**config.mk**
```make
export PLATFORM = sky130hd
export DESIGN_NAME = i64d_front
export DESIGN_NICKNAME = d
export VERILOG_FILES = /design/src/hw/rtl/i64d_pkg.sv /design/src/hw/rtl/i64d_front.sv
export SDC_FILE = /design/constraint.sdc
export NUM_CORES = 1
export LEC_CHECK = 0
export BUFFER_PORTS_ARGS = -buffer_cell sky130_fd_sc_hd__buf_2
export CORE_MARGIN = 1
export CORE_UTILIZATION = 25
export DETAILED_ROUTE_END_ITERATION = 16
export PLACE_DENSITY = 0.43
export REMOVE_ABC_BUFFERS = 1
export SLEW_MARGIN = 20
export SYNTH_ARGS = -nofsm -noshare
export SYNTH_HDL_FRONTEND = slang
export SYNTH_SLANG_ARGS = --single-unit
```
**constraint.sdc**
```tcl
create_clock -name i_clk -period 10.15 [get_ports i_clk]
set_clock_uncertainty 0.2 [all_clocks]
set_input_delay 2.03 -clock i_clk [delete_from_list [all_inputs] [get_ports i_clk]]
set_output_delay 2.03 -clock i_clk [all_outputs]
set_load 0.02 [all_outputs]
```
**src/hw/rtl/i64d_pkg.sv**
```systemverilog
// shared constants and types for the 64-bit signed/unsigned divider
// no dependencies
package i64d_pkg;

    localparam int I64D_FIELD_WIDTH = 64;
    localparam int I64D_DATA_WIDTH  = 64;
    localparam int I64D_FIFO_DEPTH  = 2;

    typedef struct packed {
        logic is_zero;
        logic q_neg;
        logic r_neg;
    } t_flags;

endpackage

```
**src/hw/rtl/i64d_front.sv**
```systemverilog
// front stage: accepts a transaction, takes operand magnitudes and classifies signs
// depends on i64d_pkg
module i64d_front
    import i64d_pkg::*;
#(
    parameter int DATA_WIDTH = I64D_DATA_WIDTH
) (
    input  logic                  i_clk,
    input  logic                  i_rst_n,
    input  logic                  i_valid,
    output logic                  o_ready,
    input  logic                  i_cmd,
    input  logic [DATA_WIDTH-1:0] i_dividend,
    input  logic [DATA_WIDTH-1:0] i_divisor,
    output logic                  o_valid,
    input  logic                  i_ready,
    output logic [DATA_WIDTH-1:0] o_mag_a,
    output logic [DATA_WIDTH-1:0] o_mag_b,
    output t_flags                o_flags
);

    logic                  r_vld;
    logic [DATA_WIDTH-1:0] r_mag_a;
    logic [DATA_WIDTH-1:0] r_mag_b;
    t_flags                r_flg;

    logic                  n_a_neg;
    logic                  n_b_neg;
    logic [DATA_WIDTH-1:0] n_mag_a;
    logic [DATA_WIDTH-1:0] n_mag_b;
    t_flags                n_flg;

    assign o_ready = !r_vld || i_ready;

    always_comb begin
        n_a_neg       = i_cmd && i_dividend[DATA_WIDTH-1];
        n_b_neg       = i_cmd && i_divisor[DATA_WIDTH-1];
        n_mag_a       = n_a_neg ? (~i_dividend + DATA_WIDTH'(1)) : i_dividend;
        n_mag_b       = n_b_neg ? (~i_divisor + DATA_WIDTH'(1)) : i_divisor;
        n_flg.is_zero = (i_divisor == '0);
        n_flg.q_neg   = n_a_neg ^ n_b_neg;
        n_flg.r_neg   = n_a_neg;
    end

    always_ff @(posedge i_clk) begin
        if (!i_rst_n) begin
            r_vld <= 1'b0;
        end else if (o_ready) begin
            r_vld <= i_valid;
        end
    end

    always_ff @(posedge i_clk) begin
        if (o_ready && i_valid) begin
            r_mag_a <= n_mag_a;
            r_mag_b <= n_mag_b;
            r_flg   <= n_flg;
        end
    end

    assign o_valid = r_vld;
    assign o_mag_a = r_mag_a;
    assign o_mag_b = r_mag_b;
    assign o_flags = r_flg;

endmodule

```
# Yosys cells after proc, flatten, opt, wreduce, memory -nomap -nowiden
# Index checks and enable logic that the tools add are counted.
# word_totals
regBits,132
in_bits,133
output_inout_bits,133
# op_classes
add_sub_neg,2
n_mux,2
n_bitwise,3
n_reduce_logical,6
# op_table
operator,count
$add A64 B1 Y64 const B,2
$mux W64,2
$not A64 Y64,2
$logic_not A64 Y1,1
$logic_and A1 B1 Y1,3
$logic_not A1 Y1,1
$logic_or A1 B1 Y1,1
$xor A1 B1 Y1,1

# Depth between registers and ports, before layout
# logic_depth
ltp_word,3
ltp_mapped,7
mapped_depth_nobuf,7

# Least setup slack after synthesis
# Ideal clock, no wire load.
# synth_timing
path_kind,in2reg
start,in i_ready
end,"reg r_flg, in the netlist o_flags[0] (enable)"
arrival_ps,5334
required_time_ps,9445
setup_slack_ps,4111
stages,2
n_path_buf,0
path_cell_list,nand2b_1 and2_1
# synth_via
elab_chain_len,2
# synth_lines
item,line,rtl
start: declaration,i64d_front.sv:16,"input logic i_ready,"
$logic_or A1 B1 Y1,i64d_front.sv:33,assign o_ready = !r_vld || i_ready;
$logic_and A1 B1 Y1,i64d_front.sv:54,if (o_ready && i_valid) begin
end signal: assignment,i64d_front.sv:57,r_flg <= n_flg;
end: declaration,i64d_front.sv:25,t_flags r_flg;
# Every way passes these cells.
# A chain may end at the register's enable or synchronous reset.

# Final worst setup path
# layout_timing
start,in i_ready
end,out o_ready
# layout_via
elab_chain_len,1
# layout_lines
item,line,rtl
$logic_or A1 B1 Y1,i64d_front.sv:33,
end: declaration,i64d_front.sv:11,"output logic o_ready,"
# Every way passes these cells.

==> key figures <==
Outcome
  • Status: finished, final reports clean

STA
  • Fin crit period: 4.667 ns
  • Endpoints failing setup: 0
  • Max-slew violations: 0
  • Fmax: 0.2143 GHz
  • Fin. Hold Viols: 0
  • Setup TNS: 0 ns
  • Worst-margin pin slew: 1.004 ns
  • RSZ-0062 raised after global routing: false
  • Relative slew slack: 33.07%
  • Period utilization: 45.98%

Placement
  • GPL Wtd Cong: 0.7673
  • Dpl hpwl: 17.26 mm
  • Port Buffers: 265

Logic synthesis
  • Mapped Area: 7372 um^2
  • Mapped Cells: 654
  • Adder-Cell Fraction of Synth Area: 0.3394%
  • Synthesized flop and latch total: 132
  • Largest family of logic cells by synthesized area: simple AND/OR/NAND/NOR gates
  • Seq/Total Area, Yosys: 53.63%
  • Share of flip-flops with an asynchronous set or reset: 0%
  • Mux cell area share after synthesis: 0.4073%
  • Simple-Gate Fraction of Synth Area: 20.40%
  • Synth Area in XOR/XNOR: 13.54%
  • Mean Syn Cell Area: 11.27 um^2
  • Post-synth top flop: edfxtp_1
  • Compound-gate portion of the synthesized area: 9.793%
  • Synth warn: 0
  • Post-synth cell types: 57
  • EDFF count, synth: 131

Detailed routing
  • Via Count: 6202
  • Post-route ant nets: 0
  • # DRC: 0
  • Routed vias/inst: 4.684
  • Final wirelength: 23.16 mm
  • First-pass DRT Iterations: 5
  • Wire length per cell: 17.49 um
  • DR iter-0 viols: 337

Die
  • Chip width: 173.7 um
  • Starting density of the core: 25.55%
  • I/O Pins: 266
  • FP Rows: 62
  • Core Area: 28860 um^2
  • Die area: 30180 um^2
  • Vert. Die Dim: 173.7 um

Pwr
  • P per Cell Area: 166.6 nW/um^2
  • Leak pwr: 3.881 nW
  • Worst vdd ir: 92.70 uV

CTS
  • Later-pin clock latency in the skew report: 0.41 ns
  • Num Clock Sinks: 132
  • Clk buf depth: 2
  • Cts repair resizes: 0
  • TritonCTS clock tree: yes
  • Clk root buf: clkbuf_16
  • Post-CTS setup repair buffer count: 0
  • Hold-fix buffer count after cts: 0
  • Clk pin slew, worst setup/hold paths: 0.06 ns
  • CTS Buf Count: 17
  • H-tree lvl count: 4

Worst setup path
  • Critical path origin: i_ready
  • Worst Path Arrival: 2.44 ns
  • CP required: 7.92 ns
  • CP Launch Type: primary input
  • RR Startpoint: o_valid
  • Worst Setup EP: o_ready
  • Critical path class: primary input to output pin
  • R2r endpoint: o_mag_b[19]
  • Reg-to-reg slack, setup: 7.48 ns
  • CP endpoint kind: output pin
  • Worst-path fanout max: 3
  • Worst reg-to-reg path cell count: 3

Worst hold path
  • Min-Delay Path Class: register to register
  • Hold_sp: o_valid

Global routing
  • Tot GR Track Use: 15.40%
  • Initial antenna violation count: 4
  • GRT Residual Overflow: 0
  • Number of global-route vias before repair: 6093
  • First-pass GRT wire length: 35.69 mm
  • Largest net degree at the start of global routing: 69

Final layout
  • Layout cells sized above 1: 35.11%
  • Post-layout util: 34.00%
  • Final Net Count: 1060
  • Final-layout fill cell count: 3027
  • Area growth from synthesis to layout: 33.10%

Flow run
  • Max-cap violations: 0
==> synth_stat cells, drive strengths merged, types with 3 or more instances <==
cell type | count | share of area [%]
nand2 | 32 | 1.6
a21boi | 3 | 0.31
and2 | 5 | 0.42
nand3 | 13 | 0.95
nor4 | 35 | 4.9
o31ai | 9 | 0.92
nand4 | 11 | 0.93
a31oi | 25 | 2.1
a211o | 3 | 0.36
o41ai | 4 | 0.48
inv | 12 | 0.61
edfxtp | 131 | 53
o21ai | 9 | 0.61
a211oi | 4 | 0.41
nor2 | 70 | 3.6
clkbuf | 13 | 0.66
xnor2 | 30 | 3.6
nor3 | 42 | 3.1
xor2 | 84 | 10
nand3b | 4 | 0.41
nor3b | 3 | 0.31
or3 | 7 | 0.80
and3 | 3 | 0.25
nand4b | 3 | 0.56
or2 | 3 | 0.25
or4 | 8 | 0.92
a21oi | 50 | 3.4
mux2i | 3 | 0.41
nand2b | 10 | 0.85
buf | 6 | 0.56
==> worst min path at each step <==
stage              end  cells past startpoint
2_1_floorplan  o_valid                      2
3_3_place_gp   o_valid                      2
3_5_place_dp   o_valid                      2
4_1_cts        o_valid                      2
5_1_grt        o_valid                      2
6_report       o_valid                      2
==> per-layer routing <==
metal  global-route usage, %  up-vias  routed length [um]
met2                   25.38      223               10890
met3                   4.561       20                1630
met5                       0        -                  13
met1                   19.57     2938               10370
met4                   4.020        2                 248
li1                        -     3019                   -
==> worst max-delay path, cell delays in order <==
cell	delay [ns]
buf_2	0.09
nand2b_1	0.15
buf_2	0.17
==> flip-flops by register name, summed over array words and instances, names as in the netlist <==
register / flops
o_mag_a: 64
o_mag_b: 64
o_flags: 3
o_valid: 1
==> per-stage QoR <==
step / power [mW] / hold WS, ns / cells / cell area (um^2) / setup slack [ns]
6_report: 1.634 / 0.3400 / 1324 / 9812 / 5.483
5_1_grt: 1.701 / 0.3878 / 1323 / 9809 / 5.444
4_1_cts: 1.658 / 0.3417 / 1321 / 9804 / 5.484
3_5_place_dp: 0.9359 / 0.3361 / 1290 / 9141 / 5.312
3_3_place_gp: 0.9364 / 0.3249 / 1290 / 9141 / 5.316
2_1_floorplan: 0.8213 / 0.5496 / 635 / 7282 / 4.111
==> area by class of cell <==
| class | instances | area, um^2 | share of cell area [%] |
|---|---|---|---|
| tap | 384 | 480.5 | 4.897 |
| clock buffer | 19 | 432.9 | 4.412 |
| inverter | 13 | 48.80 | 0.4973 |
| timing repair buffer | 271 | 1371 | 13.98 |
| clock inverter | 12 | 230.2 | 2.346 |
| sequential | 132 | 3954 | 40.30 |
| multi-input combinational | 490 | 3287 | 33.50 |
| antenna | 3 | 7.507 | 0.07651 |
==> cell usage in the layout (no fill, tap or decap), types with 3 or more instances in the layout <==
master / n
nand4_1: 11
nor2_1: 70
nor4_2: 6
and2_1: 3
a211o_1: 3
a21oi_1: 49
nand3b_1: 4
or2_2: 3
nor4_1: 22
nor4_4: 7
or3_4: 3
o21ai_0: 9
xnor2_1: 30
nand2b_1: 10
bufinv_16: 6
clkinv_4: 4
mux2i_1: 3
buf_4: 6
diode_2: 3
inv_1: 12
xor2_1: 84
buf_2: 265
nor3_1: 40
and3_1: 3
o31ai_1: 9
o41ai_1: 4
a31oi_1: 25
or3_1: 4
nand2_1: 30
nor3b_1: 3
clkbuf_16: 17
edfxtp_1: 131
or4_1: 6
nand3_1: 12
a211oi_1: 4
==> where the power goes <==
part           internal [mW]  switching [mW]  total [mW]  leakage [nW]
Clock                  0.462           0.252       0.713         0.313
Combinational         0.0863           0.166       0.252          2.29
Sequential             0.658          0.0110       0.669          1.28
Total                   1.21           0.429        1.63          3.88
==> logic make-up (layout without fill, tap and decap cells) <==
family                     Yosys count  in the layout
AOI/OAI and AO/OA                  117            117
xor gates and xnor gates           114            114
adders and majority gates            2              2
buffers and inverters               32            315
DFF                                132            132
muxes                                3              3
other                                0              3
and+or+nand+nor                    254            254
(Power assumes the default switching activity.)
