`src/hw/rtl/i64d_pkg.sv`:
```
// shared constants and types for the 64-bit signed/unsigned divider
// no dependencies
package i64d_pkg;

    localparam int I64D_FIELD_WIDTH = 64;
    localparam int I64D_DATA_WIDTH  = 64;
    localparam int I64D_FIFO_DEPTH  = 2;

    typedef struct packed {
        logic is_zero;
        logic q_neg;
        logic r_neg;
    } t_flags;

endpackage

```
`src/hw/rtl/i64d_fifo.sv`:
```
// short register queue between the front and the divider pipeline
// depends on i64d_pkg
module i64d_fifo
    import i64d_pkg::*;
#(
    parameter int WIDTH = 2 * I64D_DATA_WIDTH + $bits(t_flags),
    parameter int DEPTH = I64D_FIFO_DEPTH
) (
    input  logic             i_clk,
    input  logic             i_rst_n,
    input  logic             i_valid,
    output logic             o_ready,
    input  logic [WIDTH-1:0] i_data,
    output logic             o_valid,
    input  logic             i_ready,
    output logic [WIDTH-1:0] o_data
);

    localparam int PTR_W = (DEPTH > 1) ? $clog2(DEPTH) : 1;
    localparam int CNT_W = $clog2(DEPTH + 1);

    logic [WIDTH-1:0] r_mem [DEPTH];
    logic [PTR_W-1:0] r_wr_ptr;
    logic [PTR_W-1:0] r_rd_ptr;
    logic [CNT_W-1:0] r_count;

    logic n_push;
    logic n_pop;

    assign o_ready = (r_count != CNT_W'(DEPTH));
    assign o_valid = (r_count != '0);
    assign o_data  = r_mem[r_rd_ptr];
    assign n_push  = i_valid && o_ready;
    assign n_pop   = o_valid && i_ready;

    always_ff @(posedge i_clk) begin
        if (!i_rst_n) begin
            r_wr_ptr <= '0;
            r_rd_ptr <= '0;
            r_count  <= '0;
        end else begin
            if (n_push) begin
                r_wr_ptr <= (r_wr_ptr == PTR_W'(DEPTH - 1)) ? '0 : r_wr_ptr + PTR_W'(1);
            end
            if (n_pop) begin
                r_rd_ptr <= (r_rd_ptr == PTR_W'(DEPTH - 1)) ? '0 : r_rd_ptr + PTR_W'(1);
            end
            if (n_push && !n_pop) begin
                r_count <= r_count + CNT_W'(1);
            end else if (n_pop && !n_push) begin
                r_count <= r_count - CNT_W'(1);
            end
        end
    end

    always_ff @(posedge i_clk) begin
        if (n_push) begin
            r_mem[r_wr_ptr] <= i_data;
        end
    end

endmodule

```
`config.mk`:
```
export PLATFORM = sky130hd
export DESIGN_NAME = i64d_fifo
export DESIGN_NICKNAME = d
export VERILOG_FILES = /design/src/hw/rtl/i64d_pkg.sv /design/src/hw/rtl/i64d_fifo.sv
export SDC_FILE = /design/constraint.sdc
export NUM_CORES = 1
export LEC_CHECK = 0
export ABC_AREA = 1
export BUFFER_PORTS_ARGS = -buffer_cell sky130_fd_sc_hd__buf_2
export CORE_UTILIZATION = 30
export CTS_BUF_LIST = sky130_fd_sc_hd__clkbuf_16
export CTS_CLUSTER_DIAMETER = 30
export DETAILED_ROUTE_END_ITERATION = 6
export GPL_TIMING_DRIVEN = 0
export SETUP_SLACK_MARGIN = 0.5
export SYNTH_ARGS = -nofsm -noshare
export SYNTH_HDL_FRONTEND = slang
export SYNTH_SLANG_ARGS = --single-unit
```
`constraint.sdc`:
```
create_clock -name i_clk -period 7.9 [get_ports i_clk]
set_input_delay 0.79 -clock i_clk [delete_from_list [all_inputs] [get_ports i_clk]]
set_output_delay 0.79 -clock i_clk [all_outputs]
set_load 0.03 [all_outputs]
```
---- Word level (Yosys, flattened, before mapping) ----
Memory sizes are Yosys's and may differ from the RTL's. A register that Yosys moved wholly into a read port is not among the register bits.
Index checks and enable logic that the tools add are counted.
word-level totals
  register bits after elaboration ......... 4
  memory bits (writable) .................. 262
  output and inout port bits .............. 133
  memories ................................ 1
operators by class
  add/sub/neg operators ................... 4
  equality and inequality tests ........... 1
  multiplexer cells ....................... 8
  reduce and logical (&&, ||, !) cells .... 8
memory list
  memory  words  width  read ports  clocked after Yosys merged registers in  write ports  RTL line         text
  r_mem   2      131    1           1                                        1            i64d_fifo.sv:22  logic [WIDTH-1:0] r_mem [DEPTH];
operators by type and width
  cell                 count
  $mux 1               6
  $logic_and 1x1->1    4
  $mux 2               2
  $reduce_bool 2->1    2
  $add 1x1->1 const B  2
  $add 2x1->2 const B  1
  $logic_not 1->1      2
  $ne 2x2->1 const B   1
  $sub 2x1->2 const B  1

---- Depth between registers and ports, before layout ----
Gate-level depths: netlist of the first run.
  depth after elaboration ................. 6
  gate-level depth with buffers ........... 11
  gate-level depth less buffers ........... 11

---- Worst setup path after synthesis of the first run ----
No wires, ideal clock.
  path kind ............................... in2reg
  from .................................... in i_valid
  to ...................................... mem r_mem[0][0] (netlist bit), enable pin
  library setup time ...................... 0.623 ns
  arrival time ............................ 6.336 ns
  slack ................................... 0.941 ns
  stages .................................. 2
  buffers on the path ..................... 0
  cell sequence ........................... nand2_1 nor2_1
on the way
  cells in the longest elaborated chain, start to end .. 3
RTL lines
  element                       RTL line         text
  start: declaration            i64d_fifo.sv:11  input logic i_valid,
  $logic_and 1x1->1             i64d_fifo.sv:33  assign n_push = i_valid && o_ready;
  $mux 1                        i64d_fifo.sv:57  if (n_push) begin
  $mux 1 (not written as such)  i64d_fifo.sv:58  r_mem[r_wr_ptr] <= i_data;
  end: declaration              i64d_fifo.sv:22
No other way between the ends.

==> impl_metrics.ini, run 1 <==
[synth]
synth-seq-area-share_pct = 79.1
avgSynthCellArea_um2 = 22.6
synth_top_area_share_pct = 78.1
yosysWarningCount = 0
synth_fp_nets = 581
synth_cell_types = 16
ys_ff_latch = 267
synth_area_leaders = edfxtp_1, mux2_4, mux2_2, buf_6, dfxtp_1
synthCells = 445
syn_area_um2 = 10100
yosysTopAreaCell = edfxtp_1

[finish]
final_net_count = 918
area.growth.synth_to_final_pct = 40.4
num-fill-cells = 2966
fin_cells = 1277
layout-drive-gt1-share_pct = 63.0

[placed_design]
port_buffers = 267
gp_congestion = 0.684
placedCellCount = 1163
place_hpwl_um = 13900
dp_worst_setup_slack_ns = 5.25

[die]
dieArea_um2 = 34300
core_area_um2 = 32800
start_util_pct = 30.7
ios = 268
rows = 66
die_h_um = 185
fp.dieW_um = 185

[drt]
drc_errors = 0
antenna_left = 0
drt-met1-wl_um = 7870
wl_met3_um = 1920
viasPerCell = 4.13
drt_iter0_drc = 179
drt-pass1-iter-count = 4
met2_length_um = 10100
vias = 5272
highest_layer = met5
drt-total-wl_um = 20500
routedWlPerCell_um = 16.0

[timing]
fmax_mhz = 370
hold_viol = 0
period_minus_slack_ns = 2.70
fin_ws_ns = 5.20
fin_crit_sh_pct = 34.2
slew_headroom_pct = 41.7
finClkSkew_ns = 0.0118
slew_viol_final = 0
worst_pin_slew_ns = 0.872
setup_violations = 0
rsz0062_at_grt = false

[grt]
grt_start_max_net_pins = 32
grt_pass1_wl_um = 29500
grt_pass1_vias = 5531
grtUsageTotal_pct = 11.5
antenna_found_initial = 7
grt_overflow = 0

[hold_path]
holdPathStages = 1
hp-start = i_data[14]
hold_path_class = in -> reg

[pwr]
p_sw_mw = 1.63
p_leak_nw = 5.58
p_sw_share_pct = 29.8
peakVddDrop_uv = 259
internal_power_mw = 3.85
power_frac_clock_pct = 42.3
pwr_density_cell_nw_per_um2 = 388
comb_power_share_pct = 24.2
power.total_mw = 5.49
p_seq_share_pct = 33.5

[critical_path]
path_max_fanout = 10
required_ns = 7.11
r2r_cells = 6
start_kind = flop
r2r-start = r_count[0]
crit_type = reg -> out
cp.arrival_ns = 1.91
end_kind = output port

[clocking]
cts_tree = done
htree_levels = 2
cts_resized = 0
postCtsHoldBufs = 0
path_clk_slew_ns = 0.05
clk_path_buf_depth = 3
clockRootBuffer = clkbuf_16
clock_sinks = 267
cts_buffers = 59
cts_setup_buffers = 0
worstSkewPairLatency_ns = 0.56

[run_status]
status = complete, no violations

[job]
drv_cap = 0
-- cell usage after synthesis --
master	n
edfxtp_1	262
mux2_4	90
mux2_2	41
buf_6	10
nand2_1	9
inv_1	8
nor2_1	8
dfxtp_1	5
buf_2	4
o21ai_0	2
a21oi_1	1
buf_8	1
ha_1	1
nand3_1	1
nand4_1	1
o21a_1	1
-- per-layer routing --
layer,vias to the layer above,global-route usage (%)
li1,2463,-
met1,2531,12.2
met2,216,19.6
met3,54,5.17
met4,8,5.39
met5,-,0
-- final cells by class --
cell class	count	area [µm²]	area share (%)
Sequential cell	267	7970	56.4
Timing Repair Buffer	276	1530	10.8
Inverter	8	30.0	0.212
Multi-Input combinational cell	155	1940	13.7
Buffer	15	148	1.04
Antenna cell	3	7.51	0.0531
Clock buffer	60	1500	10.6
Tap cell	442	553	3.91
Clock inverter	51	459	3.25
-- power by group through the flow --
| stage | sequential, mW | combinational (mW) | clock, mW |
|---|---|---|---|
| final | 1.84 | 1.33 | 2.32 |
| after CTS | 1.84 | 1.36 | 2.37 |
| after detailed placement | 1.86 | 1.36 | 0 |
| after floorplan | 1.90 | 0.953 | 0 |
| after global placement | 1.94 | 1.30 | 0 |
| after global routing | 1.85 | 1.41 | 2.44 |
-- path summary, 6_finish.rpt --
check	endpoint	slack, ns
hold / removal	r_mem[0][14]	0.41
setup / recovery	o_data[27]	5.20
setup reg to reg	r_mem[1][73]	5.65
hold reg to reg	r_rd_ptr	0.50
-- layout by cell type, fill, tap and decap left out --
cell type	count
a21oi_1	1
clkinv_2	11
nand3_1	1
diode_2	3
nand2_1	9
clkinv_4	12
clkinvlp_4	4
clkinv_1	6
buf_8	1
dfxtp_1	5
o21ai_0	2
nand4_1	1
inv_6	7
mux2_2	41
inv_1	13
buf_12	7
nor2_4	2
bufinv_16	5
buf_6	10
nor2_1	6
clkbuf_16	60
clkinv_8	1
buf_2	271
buf_16	2
o21a_1	1
ha_1	1
mux2_4	90
edfxtp_1	262
-- worst max-delay path, stage by stage (launching register included) --
cell and delay [ns]:
dfxtp_1 0.32, buf_6 0.12, buf_8 0.18, buf_6 0.22
mux2_4 0.31, buf_2 0.19
-- registers in the layout (all words and copies together) (netlist names), named ones only --
| signal | flops |
|---|---|
| r_mem | 262 |
| r_rd_ptr | 1 |
| r_count | 2 |
| r_wr_ptr | 1 |
-- cells by family after synthesis --
| kind of cell | count (synthesis) | share of synthesized area (%) |
|---|---|---|
| buffers and inverters | 23 | 1.76 |
| AOI/OAI and AO/OA | 4 | 0.224 |
| adders and majority gates | 1 | 0.124 |
| and+or+nand+nor | 19 | 0.746 |
| muxes | 131 | 18.0 |
| DFF | 267 | 79.1 |
-- stage by stage --
| step | TNS [ns] | area, µm² | util [%] | hold WS (ns) |
|---|---|---|---|---|
| finish | 0 | 14100 | 43.1 | 0.415 |
| global route | 0 | 14100 | 43.1 | 0.382 |
| CTS | 0 | 14100 | 43.1 | 0.378 |
| detailed placement | 0 | 12200 | 37.1 | 0.494 |
| global placement | -787.32 | 12000 | 36.5 | 0.486 |
| floorplan | 0 | 10100 | - | 0.467 |
Power figures use the tool's default switching activity.
==> run 2, diff against run 1 <==
--- a/config.mk
+++ b/config.mk
@@ -5,7 +5,7 @@
 export SDC_FILE = /design/constraint.sdc
 export NUM_CORES = 1
 export LEC_CHECK = 0
-export ABC_AREA = 1
+export ABC_AREA = 0
 export BUFFER_PORTS_ARGS = -buffer_cell sky130_fd_sc_hd__buf_2
 export CORE_UTILIZATION = 30
 export CTS_BUF_LIST = sky130_fd_sc_hd__clkbuf_16
==> constraint.sdc (replaced) <==
create_clock -name i_clk -period 2.5 [get_ports i_clk]
set_input_delay 0.25 -clock i_clk [delete_from_list [all_inputs] [get_ports i_clk]]
set_output_delay 0.25 -clock i_clk [all_outputs]
set_load 0.03 [all_outputs]
==> impl_metrics.ini, run 2 <==
[clocking]
cts_buffers = 60
htree_levels = 2
path_clk_slew_ns = 0.05
clock_sinks = 267
cts_tree = done
worstSkewPairLatency_ns = 0.56
clockRootBuffer = clkbuf_16
clk_path_buf_depth = 3

[timing]
slew_headroom_pct = 68.2
worst_pin_slew_ns = 0.477
slew_viol_final = 0
rsz0062_at_grt = true
period_minus_slack_ns = 2.09
setup_violations = 0
fmax_mhz = 478
holdWs_ns = 0.0338
finClkSkew_ns = 0.0140
hold_viol = 0
fin_crit_sh_pct = 83.7

[drt]
drt-pass1-iter-count = 4
drt_iter0_drc = 198
wl_met3_um = 1890
antenna_left = 0
drt-total-wl_um = 22400
highest_layer = met4
met2_length_um = 11100
drc_errors = 0
vias = 5804
viasPerCell = 4.16
drt-met1-wl_um = 8710
routedWlPerCell_um = 16.0

[finish]
layout_common_cells = edfxtp_1, buf_2, dlygate4sd3_1
area.growth.synth_to_final_pct = 56.0
multi_input_area_um2 = 1960
n_antenna_cell = 0
mostFrequentLayoutCell = edfxtp_1
top_regs = r_mem (262), r_count (2)
layout-drive-gt1-share_pct = 55.3
final_net_count = 1041
design_area_um2 = 15700
regArea_um2 = 7970
largest_reg_flops = 262
max_flop_register = r_mem
num-fill-cells = 2842

[grt]
grt_start_max_net_pins = 57
grt_pass1_wl_um = 32400
grtUsageTotal_pct = 12.4
grt_pass1_vias = 6154
grt_overflow = 0
antenna_found_initial = 0

[pwr]
p_leak_nw = 6.18
peakVddDrop_uv = 746
power.total_mw = 18.4
pwr_density_cell_nw_per_um2 = 1170

[die]
start_util_pct = 30.7
fp.dieW_um = 185
core_area_um2 = 32800
die_h_um = 185
rows = 66
ios = 268
dieArea_um2 = 34300

[critical_path]
r2r-start = r_count[0]
start_kind = flop
cp_top_family = buffers and inverters
rr_endpoint = r_mem[0][108]
path_max_fanout = 10
crit_type = reg -> out
rrSetupSlack_ns = 0.70
crit_buf_inv = 4
critPathMaxStageDelay_ns = 0.32
cp.arrival_ns = 1.84
r2r_cells = 5
crit_slowest_cell = dfxtp_2
cp_cell_sequence = buf_6 -> clkbuf_16 -> buf_12 -> mux2_4 -> buf_2
end_kind = output port
crit_cells = 5
required_ns = 2.25

[hold_path]
hp-start = i_valid
hold_end = r_wr_ptr
holdPathStages = 3
hold_path_class = in -> reg

[placed_design]
place_area_um2 = 12100
gp_congestion = 0.671
port_buffers = 267
place_hpwl_um = 13200

[synth]
yosysTopAreaCell = edfxtp_1
synth_cell_types = 22
synth_fp_nets = 568
ys_ff_latch = 267
synth-edff-count = 262
syn_area_um2 = 10100
avgSynthCellArea_um2 = 23.3
yosysWarningCount = 0
synth-seq-area-share_pct = 79.1
synth_area_leaders = edfxtp_1, mux2_4, mux2_2, buf_6, dfxtp_1
netlist_top_cells_count = edfxtp_1, mux2_4, mux2_2, buf_6, dfxtp_1
synthCells = 432
synth_top_area_share_pct = 78.1
synthFlopType = edfxtp_1
yosysMostFrequentCell = edfxtp_1
async_flop_share_pct = 0

[job]
drv_cap = 0

[run_status]
status = complete, no violations
## run 2: what timing repair did
item                                    in CTS  in global routing
resized for setup                           12                 72
pin swaps                                    0                  0
hold buffers                               132                  0
hold endpoints to repair                   267                  0
cloned                                       1                  3
setup buffers                                2                  1
endpoints found under the setup margin     236                145
## run 2: stage by stage
step	util, %	cells	worst slack [ns]	setup TNS, ns
after floorplan	-	432	-0.515	-87.53
after global placement	36.5	1141	-1.89	-393.61
after detailed placement	36.9	1146	0.223	0
after CTS	47.2	1391	0.341	0
after global routing	47.9	1395	0.319	0
final	47.9	1395	0.408	0
## run 2: final cells by class
class	instances	area share, %
buffer	15	1.52
clock buffer	60	9.55
clock inverter	50	3.08
inverter	1	0.0478
multi-input combinational	149	12.5
sequential	267	50.7
tap	442	3.52
timing repair buffer	410	19.1
timing repair inverter	1	0.0478
## run 2: worst max path at each step
stage | to | slack (ns)
after global placement | r_mem[0][64] | -1.89
after CTS | o_data[96] | 0.34
after floorplan | r_mem[0][0] | -0.52
after global routing | o_data[89] | 0.32
final | o_data[50] | 0.41
after detailed placement | r_mem[0][104] | 0.22
## run 2: where the power goes
group	switching, mW	internal (mW)	total, mW	leakage (nW)
sequential	0.139	5.60	5.74	2.49
combinational	2.89	2.22	5.12	2.70
clock	2.45	5.09	7.54	0.990
## run 2: cells by family (layout without fill, tap and decap cells)
logic type,after synthesis,count (layout),share of synthesized area [%]
adder cells (fa/ha/maj),1,1,0.124
flip-flops,267,267,79.1
buffers and inverters,16,537,1.50
XOR/XNOR,3,3,0.261
AND/OR/NAND/NOR,9,9,0.646
AO/OA/AOI/OAI,5,5,0.348
multiplexers,131,131,18.0
## run 2: worst min-delay path, stage by stage
cell	delay, ns
buf_2	0.11
a21bo_2	0.12
a21boi_0	0.07
## run 2: per-layer routing
layer  GRT usage (%)  vias to the layer above
li1                -                     2700
met1            13.6                     2823
met2            20.9                      229
met3            5.21                       52
met4            5.49                        0
met5               0                        -
==> run 3, diff against run 2 <==
==> constraint.sdc (replaced) <==
create_clock -name i_clk -period 1.8 [get_ports i_clk]
set_input_delay 0.18 -clock i_clk [delete_from_list [all_inputs] [get_ports i_clk]]
set_output_delay 0.18 -clock i_clk [all_outputs]
set_load 0.03 [all_outputs]
==> impl_metrics.ini, run 3 (synthesis results as in run 2) <==
[clocking]
worstSkewPairLatency_ns = 0.57
clk_path_buf_depth = 3
clock_sinks = 267
cts_tree = done
clockRootBuffer = clkbuf_16
cts_buffers = 60
htree_levels = 2
path_clk_slew_ns = 0.04

[pwr]
internal_power_mw = 20.6
comb_power_share_pct = 35.5
power_frac_clock_pct = 36.9
pwr_density_cell_nw_per_um2 = 1600
peakVddDrop_uv = 1150
p_sw_share_pct = 28.8
power.total_mw = 29.0
p_seq_share_pct = 27.6
p_sw_mw = 8.35
p_leak_nw = 7.20

[finish]
top_regs = r_mem (262), r_count (2)
area.growth.synth_to_final_pct = 79.7
design_area_um2 = 18100
max_flop_register = r_mem
layout-drive-gt1-share_pct = 59.4
final_net_count = 1128
mostFrequentLayoutCell = edfxtp_1
fin_util_pct = 55.2
multi_input_area_um2 = 2110
largest_reg_flops = 262
layout_common_cells = edfxtp_1, buf_2, dlygate4sd3_1
num-fill-cells = 2522
regArea_um2 = 7980

[grt]
antenna_found_initial = 2
grt_pass1_wl_um = 37800
grt_start_max_net_pins = 18
grtUsageTotal_pct = 15.2
grt_pass1_vias = 6643
grt_overflow = 0

[drt]
antenna_left = 0
drc_errors = 0
viasPerCell = 4.21
drt_iter0_drc = 243
drt-total-wl_um = 27500
routedWlPerCell_um = 18.5
drt-pass1-iter-count = 4
vias = 6243

[timing]
fin_ws_ns = -0.251
rsz0062_at_grt = true
setup_violations = 131
finClkSkew_ns = 0.0142
period_minus_slack_ns = 2.05
worst_pin_slew_ns = 0.300
slew_headroom_pct = 80.0
hold_viol = 0
fmax_mhz = 488
slew_viol_final = 0
fin_crit_sh_pct = 114

[die]
core_area_um2 = 32800
fp.dieW_um = 185
start_util_pct = 30.7
dieArea_um2 = 34300
ios = 268
rows = 66
die_h_um = 185

[critical_path]
path_max_fanout = 7
required_ns = 1.62
start_kind = flop
cp.arrival_ns = 1.87
end_kind = output port
crit_type = reg -> out
r2r-start = r_count[0]

[run_status]
violations = setup timing
status = finished with violations

[placed_design]
gp_congestion = 0.670
place_area_um2 = 12100
port_buffers = 267
place_hpwl_um = 13400

[hold_path]
hp-start = i_ready
hold_path_class = in -> reg

[job]
drv_cap = 0
run 3: final timing paths:
kind,slack (ns),depth (start not counted),end
max,-0.25,6,o_data[119]
min,0.09,4,flop
max reg2reg,0.19,6,r_mem[0][48]
min reg2reg,0.53,2,r_count[1]
run 3: area by class of cell:
class                   count  area share (%)
inverters                   1          0.0415
plain buffers              15            1.63
multi-input cells         154            11.7
diodes                      1          0.0138
repair buffers            493            28.3
clock inverters            50            2.75
well taps                 442            3.06
clock buffers              61            8.44
flip-flops and latches    267            44.1
run 3: per-layer routing:
layer | wire (µm) | vias up | GRT usage [%]
li1 | - | 2912 | -
met1 | 11300 | 3054 | 17.8
met5 | 0 | - | 0
met2 | 13700 | 222 | 25.4
met3 | 1780 | 55 | 4.58
met4 | 715 | 0 | 7.31
run 3: what timing repair did:
action                                  in CTS  in global routing
pin swaps                                    1                  1
buffers inserted                            38                 10
endpoints found under the setup margin     397                381
endpoints found under the hold margin      267                  0
hold buffers                               132                  0
cloned                                      34                 11
gates resized for setup                    227                 94
run 3: metrics by stage:
step                setup TNS (ns)  setup WS (ns)  hold WS (ns)  cells
floorplan                  -270.93          -1.22         0.279    432
global placement           -586.75          -2.62         0.367   1141
detailed placement          -10.51         -0.152         0.371   1147
CTS                         -33.47         -0.300        0.0890   1462
global route                -35.54         -0.318        0.0995   1484
finish                      -27.09         -0.251        0.0939   1484
run 3: critical path, stage by stage (launching register included):
cell,delay (ns)
dfxtp_2,0.32
buf_12,0.14
buf_4,0.14
buf_12,0.12
buf_16,0.13
mux2_4,0.31
buf_6,0.15
run 3: power by group through the flow:
stage / logic, mW / clock network, mW / registers [mW]
global route: 10.8 / 11.2 / 8.05
detailed placement: 6.42 / 0 / 8.08
CTS: 9.36 / 10.9 / 7.98
finish: 10.3 / 10.7 / 8.00
floorplan: 4.66 / 0 / 8.09
global placement: 6.26 / 0 / 8.16
